--- config.mk ---
export PLATFORM = sky130hd
export DESIGN_NAME = tcw_sequencer
export DESIGN_NICKNAME = d
export VERILOG_FILES = /design/src/sv/tcw_pkg.sv /design/src/sv/tcw_sequencer.sv
export SDC_FILE = /design/constraint.sdc
export NUM_CORES = 1
export LEC_CHECK = 0
export BUFFER_PORTS_ARGS = -buffer_cell sky130_fd_sc_hd__buf_2
export CORE_MARGIN = 5
export CORE_UTILIZATION = 48
export DETAILED_ROUTE_END_ITERATION = 8
export PLACE_DENSITY = 0.76
export REMOVE_ABC_BUFFERS = 1
export SYNTH_ARGS = -nofsm -noshare
export SYNTH_HDL_FRONTEND = slang
export SYNTH_SLANG_ARGS = --single-unit
export TNS_END_PERCENT = 30
--- constraint.sdc ---
create_clock -name i_clk -period 3.5 [get_ports i_clk]
set_clock_uncertainty 0.2 [all_clocks]
set_input_delay 0.175 -clock i_clk [delete_from_list [all_inputs] [get_ports i_clk]]
set_output_delay 0.175 -clock i_clk [all_outputs]
set_load 0.1 [all_outputs]
--- src/sv/tcw_pkg.sv ---
// Package for the text console writer: microcode word layout, step labels,
// the microcode program itself and shared constants.
// No dependencies; imported by every module of the block but tcw_ram.
package tcw_pkg;

    // Fixed field widths of the stream payload
    localparam int POS_W  = 11;
    localparam int CELL_W = 16;
    localparam int ADDR_W = 11;

    // Cell contents
    localparam logic [CELL_W-1:0] BLANK_CELL = 16'h0720;
    localparam logic [7:0]        ATTR_BYTE  = 8'h07;

    // Control codes in put mode
    localparam logic [7:0] CHAR_NEWLINE   = 8'h0A;
    localparam logic [7:0] CHAR_BACKSPACE = 8'h08;

    // Request kinds carried in tuser
    typedef enum logic [1:0] {
        MODE_PUT   = 2'd0,
        MODE_CLEAR = 2'd1,
        MODE_READ  = 2'd2,
        MODE_NOP   = 2'd3
    } t_mode;

    // Microprogram step index
    typedef logic [4:0] t_step;

    localparam t_step ST_RST0  = 5'd0;
    localparam t_step ST_RST1  = 5'd1;
    localparam t_step ST_IDLE  = 5'd2;
    localparam t_step ST_CHAR  = 5'd3;
    localparam t_step ST_CHECK = 5'd4;
    localparam t_step ST_EMIT  = 5'd5;
    localparam t_step ST_NL    = 5'd6;
    localparam t_step ST_BS0   = 5'd7;
    localparam t_step ST_BS1   = 5'd8;
    localparam t_step ST_RD0   = 5'd9;
    localparam t_step ST_RD1   = 5'd10;
    localparam t_step ST_RD2   = 5'd11;
    localparam t_step ST_CLR0  = 5'd12;
    localparam t_step ST_CLR1  = 5'd13;
    localparam t_step ST_CLR2  = 5'd14;
    localparam t_step ST_SC0   = 5'd15;
    localparam t_step ST_SC1   = 5'd16;
    localparam t_step ST_SC2   = 5'd17;
    localparam t_step ST_SC3   = 5'd18;
    localparam t_step ST_SC4   = 5'd19;

    // Jump conditions
    typedef enum logic [3:0] {
        JC_NEXT,          // never jump
        JC_ALWAYS,
        JC_DISPATCH,      // input transfer; target comes from the request
        JC_PTR_NOT_LAST,
        JC_SRC_NOT_LAST,
        JC_SCROLL,
        JC_COL_ZERO,
        JC_ADDR_BAD,
        JC_OUT_FREE
    } t_cond;

    typedef enum logic [2:0] {
        MEM_NONE,
        MEM_WR_BLANK,
        MEM_WR_CHAR,
        MEM_WR_MOVE,
        MEM_RD
    } t_mem_op;

    typedef enum logic [2:0] {
        ADDR_PTR,
        ADDR_SRC,
        ADDR_POS,
        ADDR_POS_DEC,
        ADDR_REQ
    } t_addr_sel;

    typedef enum logic [1:0] {
        PTR_HOLD,
        PTR_ZERO,
        PTR_INC
    } t_ptr_op;

    typedef enum logic [2:0] {
        CUR_HOLD,
        CUR_HOME,
        CUR_ADV,
        CUR_NL,
        CUR_BACK
    } t_cur_op;

    // One control word
    typedef struct packed {
        t_cond     cond;
        t_step     target;
        logic      hold;       // stay on this step while cond is false
        logic      accept;     // input ready
        logic      emit;       // load the output register when it is free
        logic      load_cell;  // capture RAM read data as result cell
        t_mem_op   mem;
        t_addr_sel addr;
        t_ptr_op   ptr;
        t_cur_op   cur;
    } t_ucode;

    // Datapath status seen by the sequencer
    typedef struct packed {
        logic  in_valid;
        t_step disp_step;
        logic  ptr_last;
        logic  src_last;
        logic  scroll;
        logic  col_zero;
        logic  addr_bad;
        logic  out_free;
    } t_status;

    localparam t_ucode UC_NOP = '{
        cond: JC_NEXT, target: ST_IDLE, hold: 1'b0, accept: 1'b0, emit: 1'b0,
        load_cell: 1'b0, mem: MEM_NONE, addr: ADDR_PTR, ptr: PTR_HOLD, cur: CUR_HOLD
    };

    // Microprogram ROM
    function automatic t_ucode ucode(input t_step step);
        t_ucode uc;
        uc = UC_NOP;
        case (step)
            // power-up sweep: blank every cell, home the cursor
            ST_RST0: begin
                uc.ptr = PTR_ZERO;
                uc.cur = CUR_HOME;
            end
            ST_RST1: begin
                uc.mem = MEM_WR_BLANK; uc.addr = ADDR_PTR; uc.ptr = PTR_INC;
                uc.cond = JC_PTR_NOT_LAST; uc.target = ST_RST1;
            end
            ST_IDLE: begin
                uc.accept = 1'b1; uc.hold = 1'b1; uc.cond = JC_DISPATCH;
            end
            // printable byte
            ST_CHAR: begin
                uc.mem = MEM_WR_CHAR; uc.addr = ADDR_POS; uc.cur = CUR_ADV;
            end
            ST_CHECK: begin
                uc.cond = JC_SCROLL; uc.target = ST_SC0;
            end
            ST_EMIT: begin
                uc.emit = 1'b1; uc.hold = 1'b1;
                uc.cond = JC_OUT_FREE; uc.target = ST_IDLE;
            end
            ST_NL: begin
                uc.cur = CUR_NL; uc.cond = JC_ALWAYS; uc.target = ST_CHECK;
            end
            // backspace
            ST_BS0: begin
                uc.cond = JC_COL_ZERO; uc.target = ST_EMIT;
            end
            ST_BS1: begin
                uc.mem = MEM_WR_BLANK; uc.addr = ADDR_POS_DEC; uc.cur = CUR_BACK;
                uc.cond = JC_ALWAYS; uc.target = ST_EMIT;
            end
            // read one cell
            ST_RD0: begin
                uc.cond = JC_ADDR_BAD; uc.target = ST_EMIT;
            end
            ST_RD1: begin
                uc.mem = MEM_RD; uc.addr = ADDR_REQ;
            end
            ST_RD2: begin
                uc.load_cell = 1'b1; uc.cond = JC_ALWAYS; uc.target = ST_EMIT;
            end
            // clear screen
            ST_CLR0: begin
                uc.ptr = PTR_ZERO; uc.cur = CUR_HOME;
            end
            ST_CLR1: begin
                uc.mem = MEM_WR_BLANK; uc.addr = ADDR_PTR; uc.ptr = PTR_INC;
                uc.cond = JC_PTR_NOT_LAST; uc.target = ST_CLR1;
            end
            ST_CLR2: begin
                uc.cond = JC_ALWAYS; uc.target = ST_EMIT;
            end
            // scroll: move each cell up one row, then blank the last row
            ST_SC0: begin
                uc.ptr = PTR_ZERO;
            end
            ST_SC1: begin
                uc.mem = MEM_RD; uc.addr = ADDR_SRC;
            end
            ST_SC2: begin
                uc.mem = MEM_WR_MOVE; uc.addr = ADDR_PTR; uc.ptr = PTR_INC;
                uc.cond = JC_SRC_NOT_LAST; uc.target = ST_SC1;
            end
            ST_SC3: begin
                uc.mem = MEM_WR_BLANK; uc.addr = ADDR_PTR; uc.ptr = PTR_INC;
                uc.cond = JC_PTR_NOT_LAST; uc.target = ST_SC3;
            end
            ST_SC4: begin
                uc.cond = JC_ALWAYS; uc.target = ST_EMIT;
            end
            default: begin
                uc.cond = JC_ALWAYS; uc.target = ST_RST0;
            end
        endcase
        return uc;
    endfunction

endpackage

--- src/sv/tcw_sequencer.sv ---
// Microcode sequencer: step counter, control ROM lookup and jump logic.
// Depends on tcw_pkg.
module tcw_sequencer
    import tcw_pkg::*;
(
    input  logic    i_clk,
    input  logic    i_rst_n,
    input  t_status i_status,
    output t_ucode  o_cw
);

    t_step  r_step;
    t_step  n_step;
    t_ucode cw;
    logic   take;

    assign cw   = ucode(r_step);
    assign o_cw = cw;

    // jump condition
    always_comb begin
        case (cw.cond)
            JC_NEXT:         take = 1'b0;
            JC_ALWAYS:       take = 1'b1;
            JC_DISPATCH:     take = i_status.in_valid;
            JC_PTR_NOT_LAST: take = !i_status.ptr_last;
            JC_SRC_NOT_LAST: take = !i_status.src_last;
            JC_SCROLL:       take = i_status.scroll;
            JC_COL_ZERO:     take = i_status.col_zero;
            JC_ADDR_BAD:     take = i_status.addr_bad;
            JC_OUT_FREE:     take = i_status.out_free;
            default:         take = 1'b0;
        endcase
    end

    // next step
    always_comb begin
        if (take) begin
            n_step = (cw.cond == JC_DISPATCH) ? i_status.disp_step : cw.target;
        end else if (cw.hold) begin
            n_step = r_step;
        end else begin
            n_step = r_step + t_step'(1);
        end
    end

    always_ff @(posedge i_clk) begin
        if (!i_rst_n) begin
            r_step <= ST_RST0;
        end else begin
            r_step <= n_step;
        end
    end

endmodule

-- Yosys cells after proc, flatten, opt, wreduce, memory -nomap -nowiden
Cells that the tools add are included.
- register bits: 5
- output and inout port bits: 24
- input bits: 14
- mux-type cells: 13
- reductions and logical operators: 11
- add/sub/neg operators: 1
- equal/unequal tests: 28
- operator list (operator ; number):
    $eq A5 B4 Y1 const B ; 8
    $pmux W5 S8 ; 1
    $pmux W6 S6 ; 1
    $pmux W4 S8 ; 1
    $eq A5 B3 Y1 const B ; 4
    $eq A5 B5 Y1 const B ; 4
    $eq A4 B3 Y1 const B ; 4
    $mux W5 ; 3
    $pmux W3 S4 ; 1
    $reduce_or A6 Y1 ; 2
    $eq A5 B2 Y1 const B ; 2
    $eq A4 B2 Y1 const B ; 2
    $pmux W1 S8 ; 1
    $reduce_or A8 Y1 ; 1
    $reduce_or A3 Y1 ; 2
    $add A5 B1 Y5 const B ; 1
    $eq A5 B1 Y1 const B ; 1
    $logic_not A5 Y1 ; 1
    $eq A4 B1 Y1 const B ; 1
    $eq A4 B4 Y1 const B ; 1
    $mux W1 ; 4
    $pmux W2 S2 ; 1
    $reduce_or A2 Y1 ; 2
    $reduce_or A4 Y1 ; 1
    2 further kinds ; 3

-- Logic depth before layout (Yosys ltp)
Gate-level depths: netlist (run 1).
- word-level depth: 6
- gate-level depth with buffers: 10
- gate-level depth less buffers: 9

-- Least setup slack after synthesis (run 1)
OpenSTA, ideal clock, no wires.
- path type: register to register
- from: register r_step[1]
- to: register r_step[4]
- required time: 3.188 ns
- path slack: -0.977 ns
- stages on the path, launching flop included: 9
- library setup time: 0.112 ns
- path buffers: 1
- period minus slack after synthesis: 4.477 ns
- arrival: 4.165 ns
- cell sequence: dfxtp_1 -> inv_1 -> ha_1 -> buf_2 -> nor2_1 -> nor4_1 -> a21oi_1 -> a211o_1 -> o41ai_1
- RTL lines (element ; RTL line ; text):
    from (decl) ; tcw_sequencer.sv:12 ; t_step r_step;
    from (signal assigned) ; tcw_sequencer.sv:51 ; r_step <= n_step;

-- Worst setup path after layout (run 1)
- from: register r_step[1]
- to: register r_step[3]
- cells in the longest elaborated chain, start to end: 6
- elaborated cells between the ends (all ways): 42
- classes of those cells: 1 x add/sub; 28 x eq/ne; 7 x mux; 6 x reduce/logical
- RTL lines (element ; RTL line ; text):
    $eq A5 B5 Y1, or another cell as far along ; tcw_pkg.sv:129 ; case (step)
    $reduce_or A6 Y1 (no line) or $reduce_or A3 Y1 (tied branches) ; - ;
    $pmux W4 S8 ; tcw_pkg.sv:129 ;
    $eq A4 B4 Y1, or another cell as far along ; tcw_sequencer.sv:22 ; case (cw.cond)
    $pmux W1 S8 or $mux W5 (tied branches) ; tcw_sequencer.sv:22, tcw_sequencer.sv:39 ;
    $ne A2 B1 Y1 (no line) or $mux W5 (tied branches) ; - ;
Several ways; a longest one is shown, not always the timed one. The select of a mux whose other input is x is not followed.
A chain may end at the register's enable or synchronous reset.

==> impl_metrics.env, run 1 <==
export IMPL_outcome="finished, final reports clean"
export IMPL_dieArea_um2=3010
export IMPL_yosys_top_cells_area="dfxtp_1 (10%), ha_1 (6.5%), nor2_1 (5.4%), mux2i_1 (5.2%), o21ai_0 (4.7%)"
export IMPL_die_h_um=54.9
export IMPL_grt_pass1_vias=1064
export IMPL_fp_row_count=16
export IMPL_clk_path_buf_depth=2
export IMPL_initial_utilization=0.498
export IMPL_insertedDiodeCount=0
export IMPL_synth_cell_area_um2=967
export IMPL_cts_hold_buf=0
export IMPL_htreeDepth=1
export IMPL_slew_headroom=0.597
export IMPL_critPathKind="reg2reg"
export IMPL_synth_cell_types=51
export IMPL_drt_iter0_drc=32
export IMPL_drive_gt1_frac=0.270
export IMPL_antenna_found_initial=0
export IMPL_n_fill_cell=222
export IMPL_fmax_ghz=0.325
export IMPL_clock_sinks=5
export IMPL_wirelength_mm=2.95
export IMPL_postCtsSetupRepairBufs=0
export IMPL_postLayoutCellArea_um2=1180
export IMPL_ios=38
export IMPL_worstPathArrival_ps=3050
export IMPL_startpoint_type="flip-flop"
export IMPL_finalNetCount=194
export IMPL_track_usage=0.205
export IMPL_clk_latency_ps=240
export IMPL_routabilityCongestion=0.947
export IMPL_syn_avg_cell_area_um2=6.91
export IMPL_grt_pass1_wl_mm=4.55
export IMPL_num_vias=1205
export IMPL_drtAntennaViolNets=0
export IMPL_synth_top_area_frac=0.103
export IMPL_ys_seq_area_frac=0.103
export IMPL_fin_crit_sh=0.878
export IMPL_pre_cts_ws_ps=466
export IMPL_grt_overflow=0
export IMPL_die_w_um=54.9
export IMPL_hold_viol=0
export IMPL_core_area_um2=1940
export IMPL_top_register="r_step"
export IMPL_worst_pin_slew_ps=604
export IMPL_drt_pass1_iterations=4
export IMPL_largestRegisters="r_step x5"
export IMPL_yosys_warnings=0
export IMPL_rsz0062_at_grt="no"
export IMPL_fin_ws_ps=427
export IMPL_placed_area_um2=1150
export IMPL_postSynthCellCount=140
export IMPL_slew_violations=0
export IMPL_yosysTopAreaCell="dfxtp_1"
export IMPL_final_util=0.608
export IMPL_cts_tree="done"
export IMPL_syn2layout_area_growth_pct=22.0
export IMPL_worst_setup_path_end_kind="flip-flop"
export IMPL_cts_buffers=3
export IMPL_numPortBuffers=37
export IMPL_period_needed_ps=3070
export IMPL_drc=0
export IMPL_ys_seq_elements=5
export IMPL_ctsResizeCount=0
export IMPL_wl_per_cell_um=14.7
export IMPL_drv_cap=0
export IMPL_clk_pin_slew_ps=50
export IMPL_dpl_hpwl_mm=2.37
export IMPL_finalSetupViolations=0
export IMPL_required_ps=3480
export IMPL_largest_reg_flops=5
export IMPL_grt_max_degree=19
export IMPL_root_buffer="clkbuf_4"
export IMPL_via_per_inst=6.00
export IMPL_critPathMaxFanout=14
export IMPL_min_delay_path_class="in2reg"
through the flow:
| step | cells | hold WS, ps | setup TNS [ps] |
|---|---|---|---|
| after floorplan | 131 | 118 | -17910 |
| after global placement | 197 | 279 | 0 |
| after detailed placement | 197 | 286 | 0 |
| after CTS | 201 | 24.8 | 0 |
| after global routing | 201 | 27.8 | 0 |
| final | 201 | 30.7 | 0 |
per-layer routing:
| layer | up-vias | GRT usage | wire (µm) | share of wire |
|---|---|---|---|---|
| li1 | 587 | - | - | - |
| met1 | 573 | 0.274 | 1290 | 0.44 |
| met2 | 41 | 0.337 | 1460 | 0.49 |
| met3 | 4 | 0.0161 | 179 | 0.061 |
| met4 | 0 | 0.0891 | 24 | 0.0081 |
| met5 | - | 0 | 0 | 0 |
worst max-delay path: stages (launching register included):
cell     delay (ps)
dfxtp_1         330
inv_1           100
ha_1            430
nor2b_1         370
nand2_1         200
a32o_1          320
a311o_1         400
or4_1           500
a21oi_1         150
cell families (layout without fill, tap and decap cells):
family	after synthesis	in the layout	synth area share
flops	5	5	0.103
xor+xnor	3	3	0.0272
compound gates	45	45	0.331
mux	6	6	0.0634
buf+inv	18	52	0.0841
fa+ha+maj	5	5	0.0647
simple gates	58	58	0.326
cell usage after synthesis (all sizes together):
| master | n |
|---|---|
| nor2 | 14 |
| nand2 | 11 |
| o21ai | 10 |
| inv | 9 |
| a21oi | 8 |
| buf | 8 |
| nand2b | 7 |
| dfxtp | 5 |
| ha | 5 |
| mux2i | 5 |
| nor3 | 5 |
| and3 | 4 |
| nand3 | 4 |
| a31oi | 3 |
| nand3b | 3 |
| xnor2 | 3 |
| a21boi | 2 |
| a21o | 2 |
| a311oi | 2 |
| and4bb | 2 |
| nand4 | 2 |
| o21a | 2 |
| o22a | 2 |
| a211o | 1 |
| a211oi | 1 |
| a221oi | 1 |
| a22oi | 1 |
| a311o | 1 |
| a32o | 1 |
| and2 | 1 |
| clkbuf | 1 |
| mux2 | 1 |
| nor2b | 1 |
| nor4 | 1 |
| o211ai | 1 |
| o221ai | 1 |
| o22ai | 1 |
| o311ai | 1 |
| o31a | 1 |
| o31ai | 1 |
| o32a | 1 |
| o41ai | 1 |
| or2b | 1 |
| or3 | 1 |
| or4 | 1 |
final cells by class:
class / instances / area, µm² / area share
clock buffer: 4 / 26.3 / 0.0223
inverter: 9 / 33.8 / 0.0286
sequential: 5 / 100 / 0.0848
timing repair buffer: 39 / 200 / 0.170
tap: 27 / 33.8 / 0.0286
multi-input combinational: 117 / 786 / 0.666
final timing paths:
path / depth (start not counted) / startpoint / slack, ps / to
max: 8 / r_step[1]$_SDFFE_PN0P_ / 430 / r_step[3]$_SDFFE_PN0P_
min reg2reg: 3 / r_step[0]$_SDFFE_PN0P_ / 530 / r_step[0]$_SDFFE_PN0P_
min: 3 / i_rst_n / 30 / r_step[1]$_SDFFE_PN0P_
max reg2reg: 8 / r_step[1]$_SDFFE_PN0P_ / 430 / r_step[3]$_SDFFE_PN0P_
cell usage in the layout (no fill, tap or decap), types with 2 or more instances in the layout:
master	Yosys	routed
buf_2	5	37
o21a_1	2	2
dfxtp_1	5	5
xnor2_1	3	3
o22a_1	2	2
nor2_1	14	14
clkbuf_4	0	3
and3_1	4	4
ha_1	5	5
a311oi_1	2	2
a21oi_1	8	8
nand2_1	11	11
a31oi_1	3	3
mux2i_1	5	5
inv_1	9	9
nor3_1	5	5
nand3_1	4	4
o21ai_0	9	9
nand2b_1	7	7
nand4_1	2	2
buf_4	2	2
a21o_1	2	2
nand3b_1	2	2
Power of run 1 is left out: the tool's default activity adds up to more than one toggle a clock period on the data nets, which glitch-free logic cannot reach.
==> inputs of run 2 (changes only) <==
- ABC_AREA: unset -> 0
- PLACE_DENSITY: 0.76 -> 0.79
- TNS_END_PERCENT: 30 -> 100
==> impl_metrics.env, run 2 (synthesis results as in run 1) <==
export IMPL_grt_max_degree=19
export IMPL_hp_start="i_rst_n"
export IMPL_top_register="r_step"
export IMPL_period_needed_ps=3000
export IMPL_antenna_found_initial=0
export IMPL_syn2layout_area_growth_pct=22.0
export IMPL_clk_latency_ps=240
export IMPL_clock_sinks=5
export IMPL_cts_hold_buf=0
export IMPL_ios=38
export IMPL_dpl_hpwl_mm=2.40
export IMPL_critPathMaxFanout=14
export IMPL_r2r_end="r_step[3]$_SDFFE_PN0P_"
export IMPL_die_h_um=54.9
export IMPL_numPortBuffers=37
export IMPL_r2r_start="r_step[1]$_SDFFE_PN0P_"
export IMPL_regToRegSetupSlack_ps=500
export IMPL_drt_pass1_iterations=4
export IMPL_wirelength_mm=2.94
export IMPL_dp_cells=197
export IMPL_worstPathArrival_ps=2970
export IMPL_clk_path_buf_depth=2
export IMPL_core_area_um2=1940
export IMPL_placed_area_um2=1150
export IMPL_initial_utilization=0.498
export IMPL_track_usage=0.215
export IMPL_fp_row_count=16
export IMPL_worst_pin_slew_ps=636
export IMPL_die_w_um=54.9
export IMPL_fin_crit_sh=0.857
export IMPL_slew_violations=0
export IMPL_htreeDepth=1
export IMPL_fmax_ghz=0.334
export IMPL_final_cell_mix="buf_2 (37), nor2_1 (14), nand2_1 (11)"
export IMPL_min_delay_path_class="in2reg"
export IMPL_finalNetCount=194
export IMPL_dieArea_um2=3010
export IMPL_routabilityCongestion=0.925
export IMPL_ctsResizeCount=0
export IMPL_postCtsSetupRepairBufs=0
export IMPL_drc=0
export IMPL_grt_overflow=0
export IMPL_slew_headroom=0.575
export IMPL_r2r_cells=8
export IMPL_cts_tree="done"
export IMPL_outcome="finished, final reports clean"
export IMPL_drtAntennaViolNets=0
export IMPL_instances_no_fill=201
export IMPL_insertedDiodeCount=0
export IMPL_largest_reg_flops=5
export IMPL_grt_pass1_wl_mm=4.72
export IMPL_clk_pin_slew_ps=40
export IMPL_drt_iter0_drc=26
export IMPL_drive_gt1_frac=0.270
export IMPL_worst_setup_path_end_kind="flip-flop"
export IMPL_rsz0062_at_grt="no"
export IMPL_hold_viol=0
export IMPL_grt_pass1_vias=1074
export IMPL_final_common_cell="buf_2"
export IMPL_via_per_inst=5.81
export IMPL_postLayoutCellArea_um2=1180
export IMPL_cts_buffers=3
export IMPL_holdPathStages=3
export IMPL_required_ps=3470
export IMPL_wl_per_cell_um=14.6
export IMPL_drv_cap=0
export IMPL_root_buffer="clkbuf_4"
export IMPL_finalSetupViolations=0
export IMPL_critPathKind="reg2reg"
export IMPL_num_vias=1168
export IMPL_largestRegisters="r_step x5"
export IMPL_startpoint_type="flip-flop"
export IMPL_hold_path_endpoint="r_step[1]$_SDFFE_PN0P_"
## run 2: cell counts in the layout (fill, tap and decap cells not counted)
No cell type changed its count.
## run 2: area by class of cell
| cell class | count | area, µm² |
|---|---|---|
| Fill cell | 208 | 762 |
| Multi-Input combinational cell | 117 | 786 |
| Timing Repair Buffer | 39 | 200 |
| Inverter | 9 | 33.8 |
| Sequential cell | 5 | 100 |
| Clock buffer | 4 | 26.3 |
| Tap cell | 27 | 33.8 |
## run 2: critical path, stage by stage, from the launching register on
cell     delay (ps)
dfxtp_1         340
inv_1            80
ha_1            420
nor2b_1         350
nand2_1         190
a32o_1          320
a311o_1         390
or4_1           480
a21oi_1         150
## run 2: worst max-delay path by stage
stage                                 from                      to  slack (ps)  depth (start not counted)
floorplan           r_step[1]$_SDFFE_PN0P_  r_step[2]$_SDFFE_PN0P_       -2860                          9
global placement    r_step[1]$_SDFFE_PN0P_  r_step[3]$_SDFFE_PN0P_         630                          8
detailed placement  r_step[1]$_SDFFE_PN0P_  r_step[3]$_SDFFE_PN0P_         530                          8
CTS                 r_step[1]$_SDFFE_PN0P_  r_step[3]$_SDFFE_PN0P_         520                          8
global route        r_step[1]$_SDFFE_PN0P_  r_step[4]$_SDFFE_PN0P_         340                          8
finish              r_step[1]$_SDFFE_PN0P_  r_step[3]$_SDFFE_PN0P_         500                          8
## run 2: per-stage QoR
step / setup slack, ps / util / hold WS, ps / setup TNS (ps)
detailed placement: 527 / 0.594 / 288 / 0
global route: 343 / 0.608 / 64.0 / 0
CTS: 516 / 0.608 / 36.9 / 0
floorplan: -2860 / - / 118 / -17910
global placement: 632 / 0.594 / 275 / 0
finish: 502 / 0.608 / 37.4 / 0
## run 2: layer usage
metal  vias up  global-route usage  routed length, µm
met2        40               0.352               1400
met3         6              0.0241                212
li1        589                   -                  -
met4         0               0.101                 46
met1       533               0.279               1280
met5         -                   0                  0
Power of run 2 is left out for the same reason.
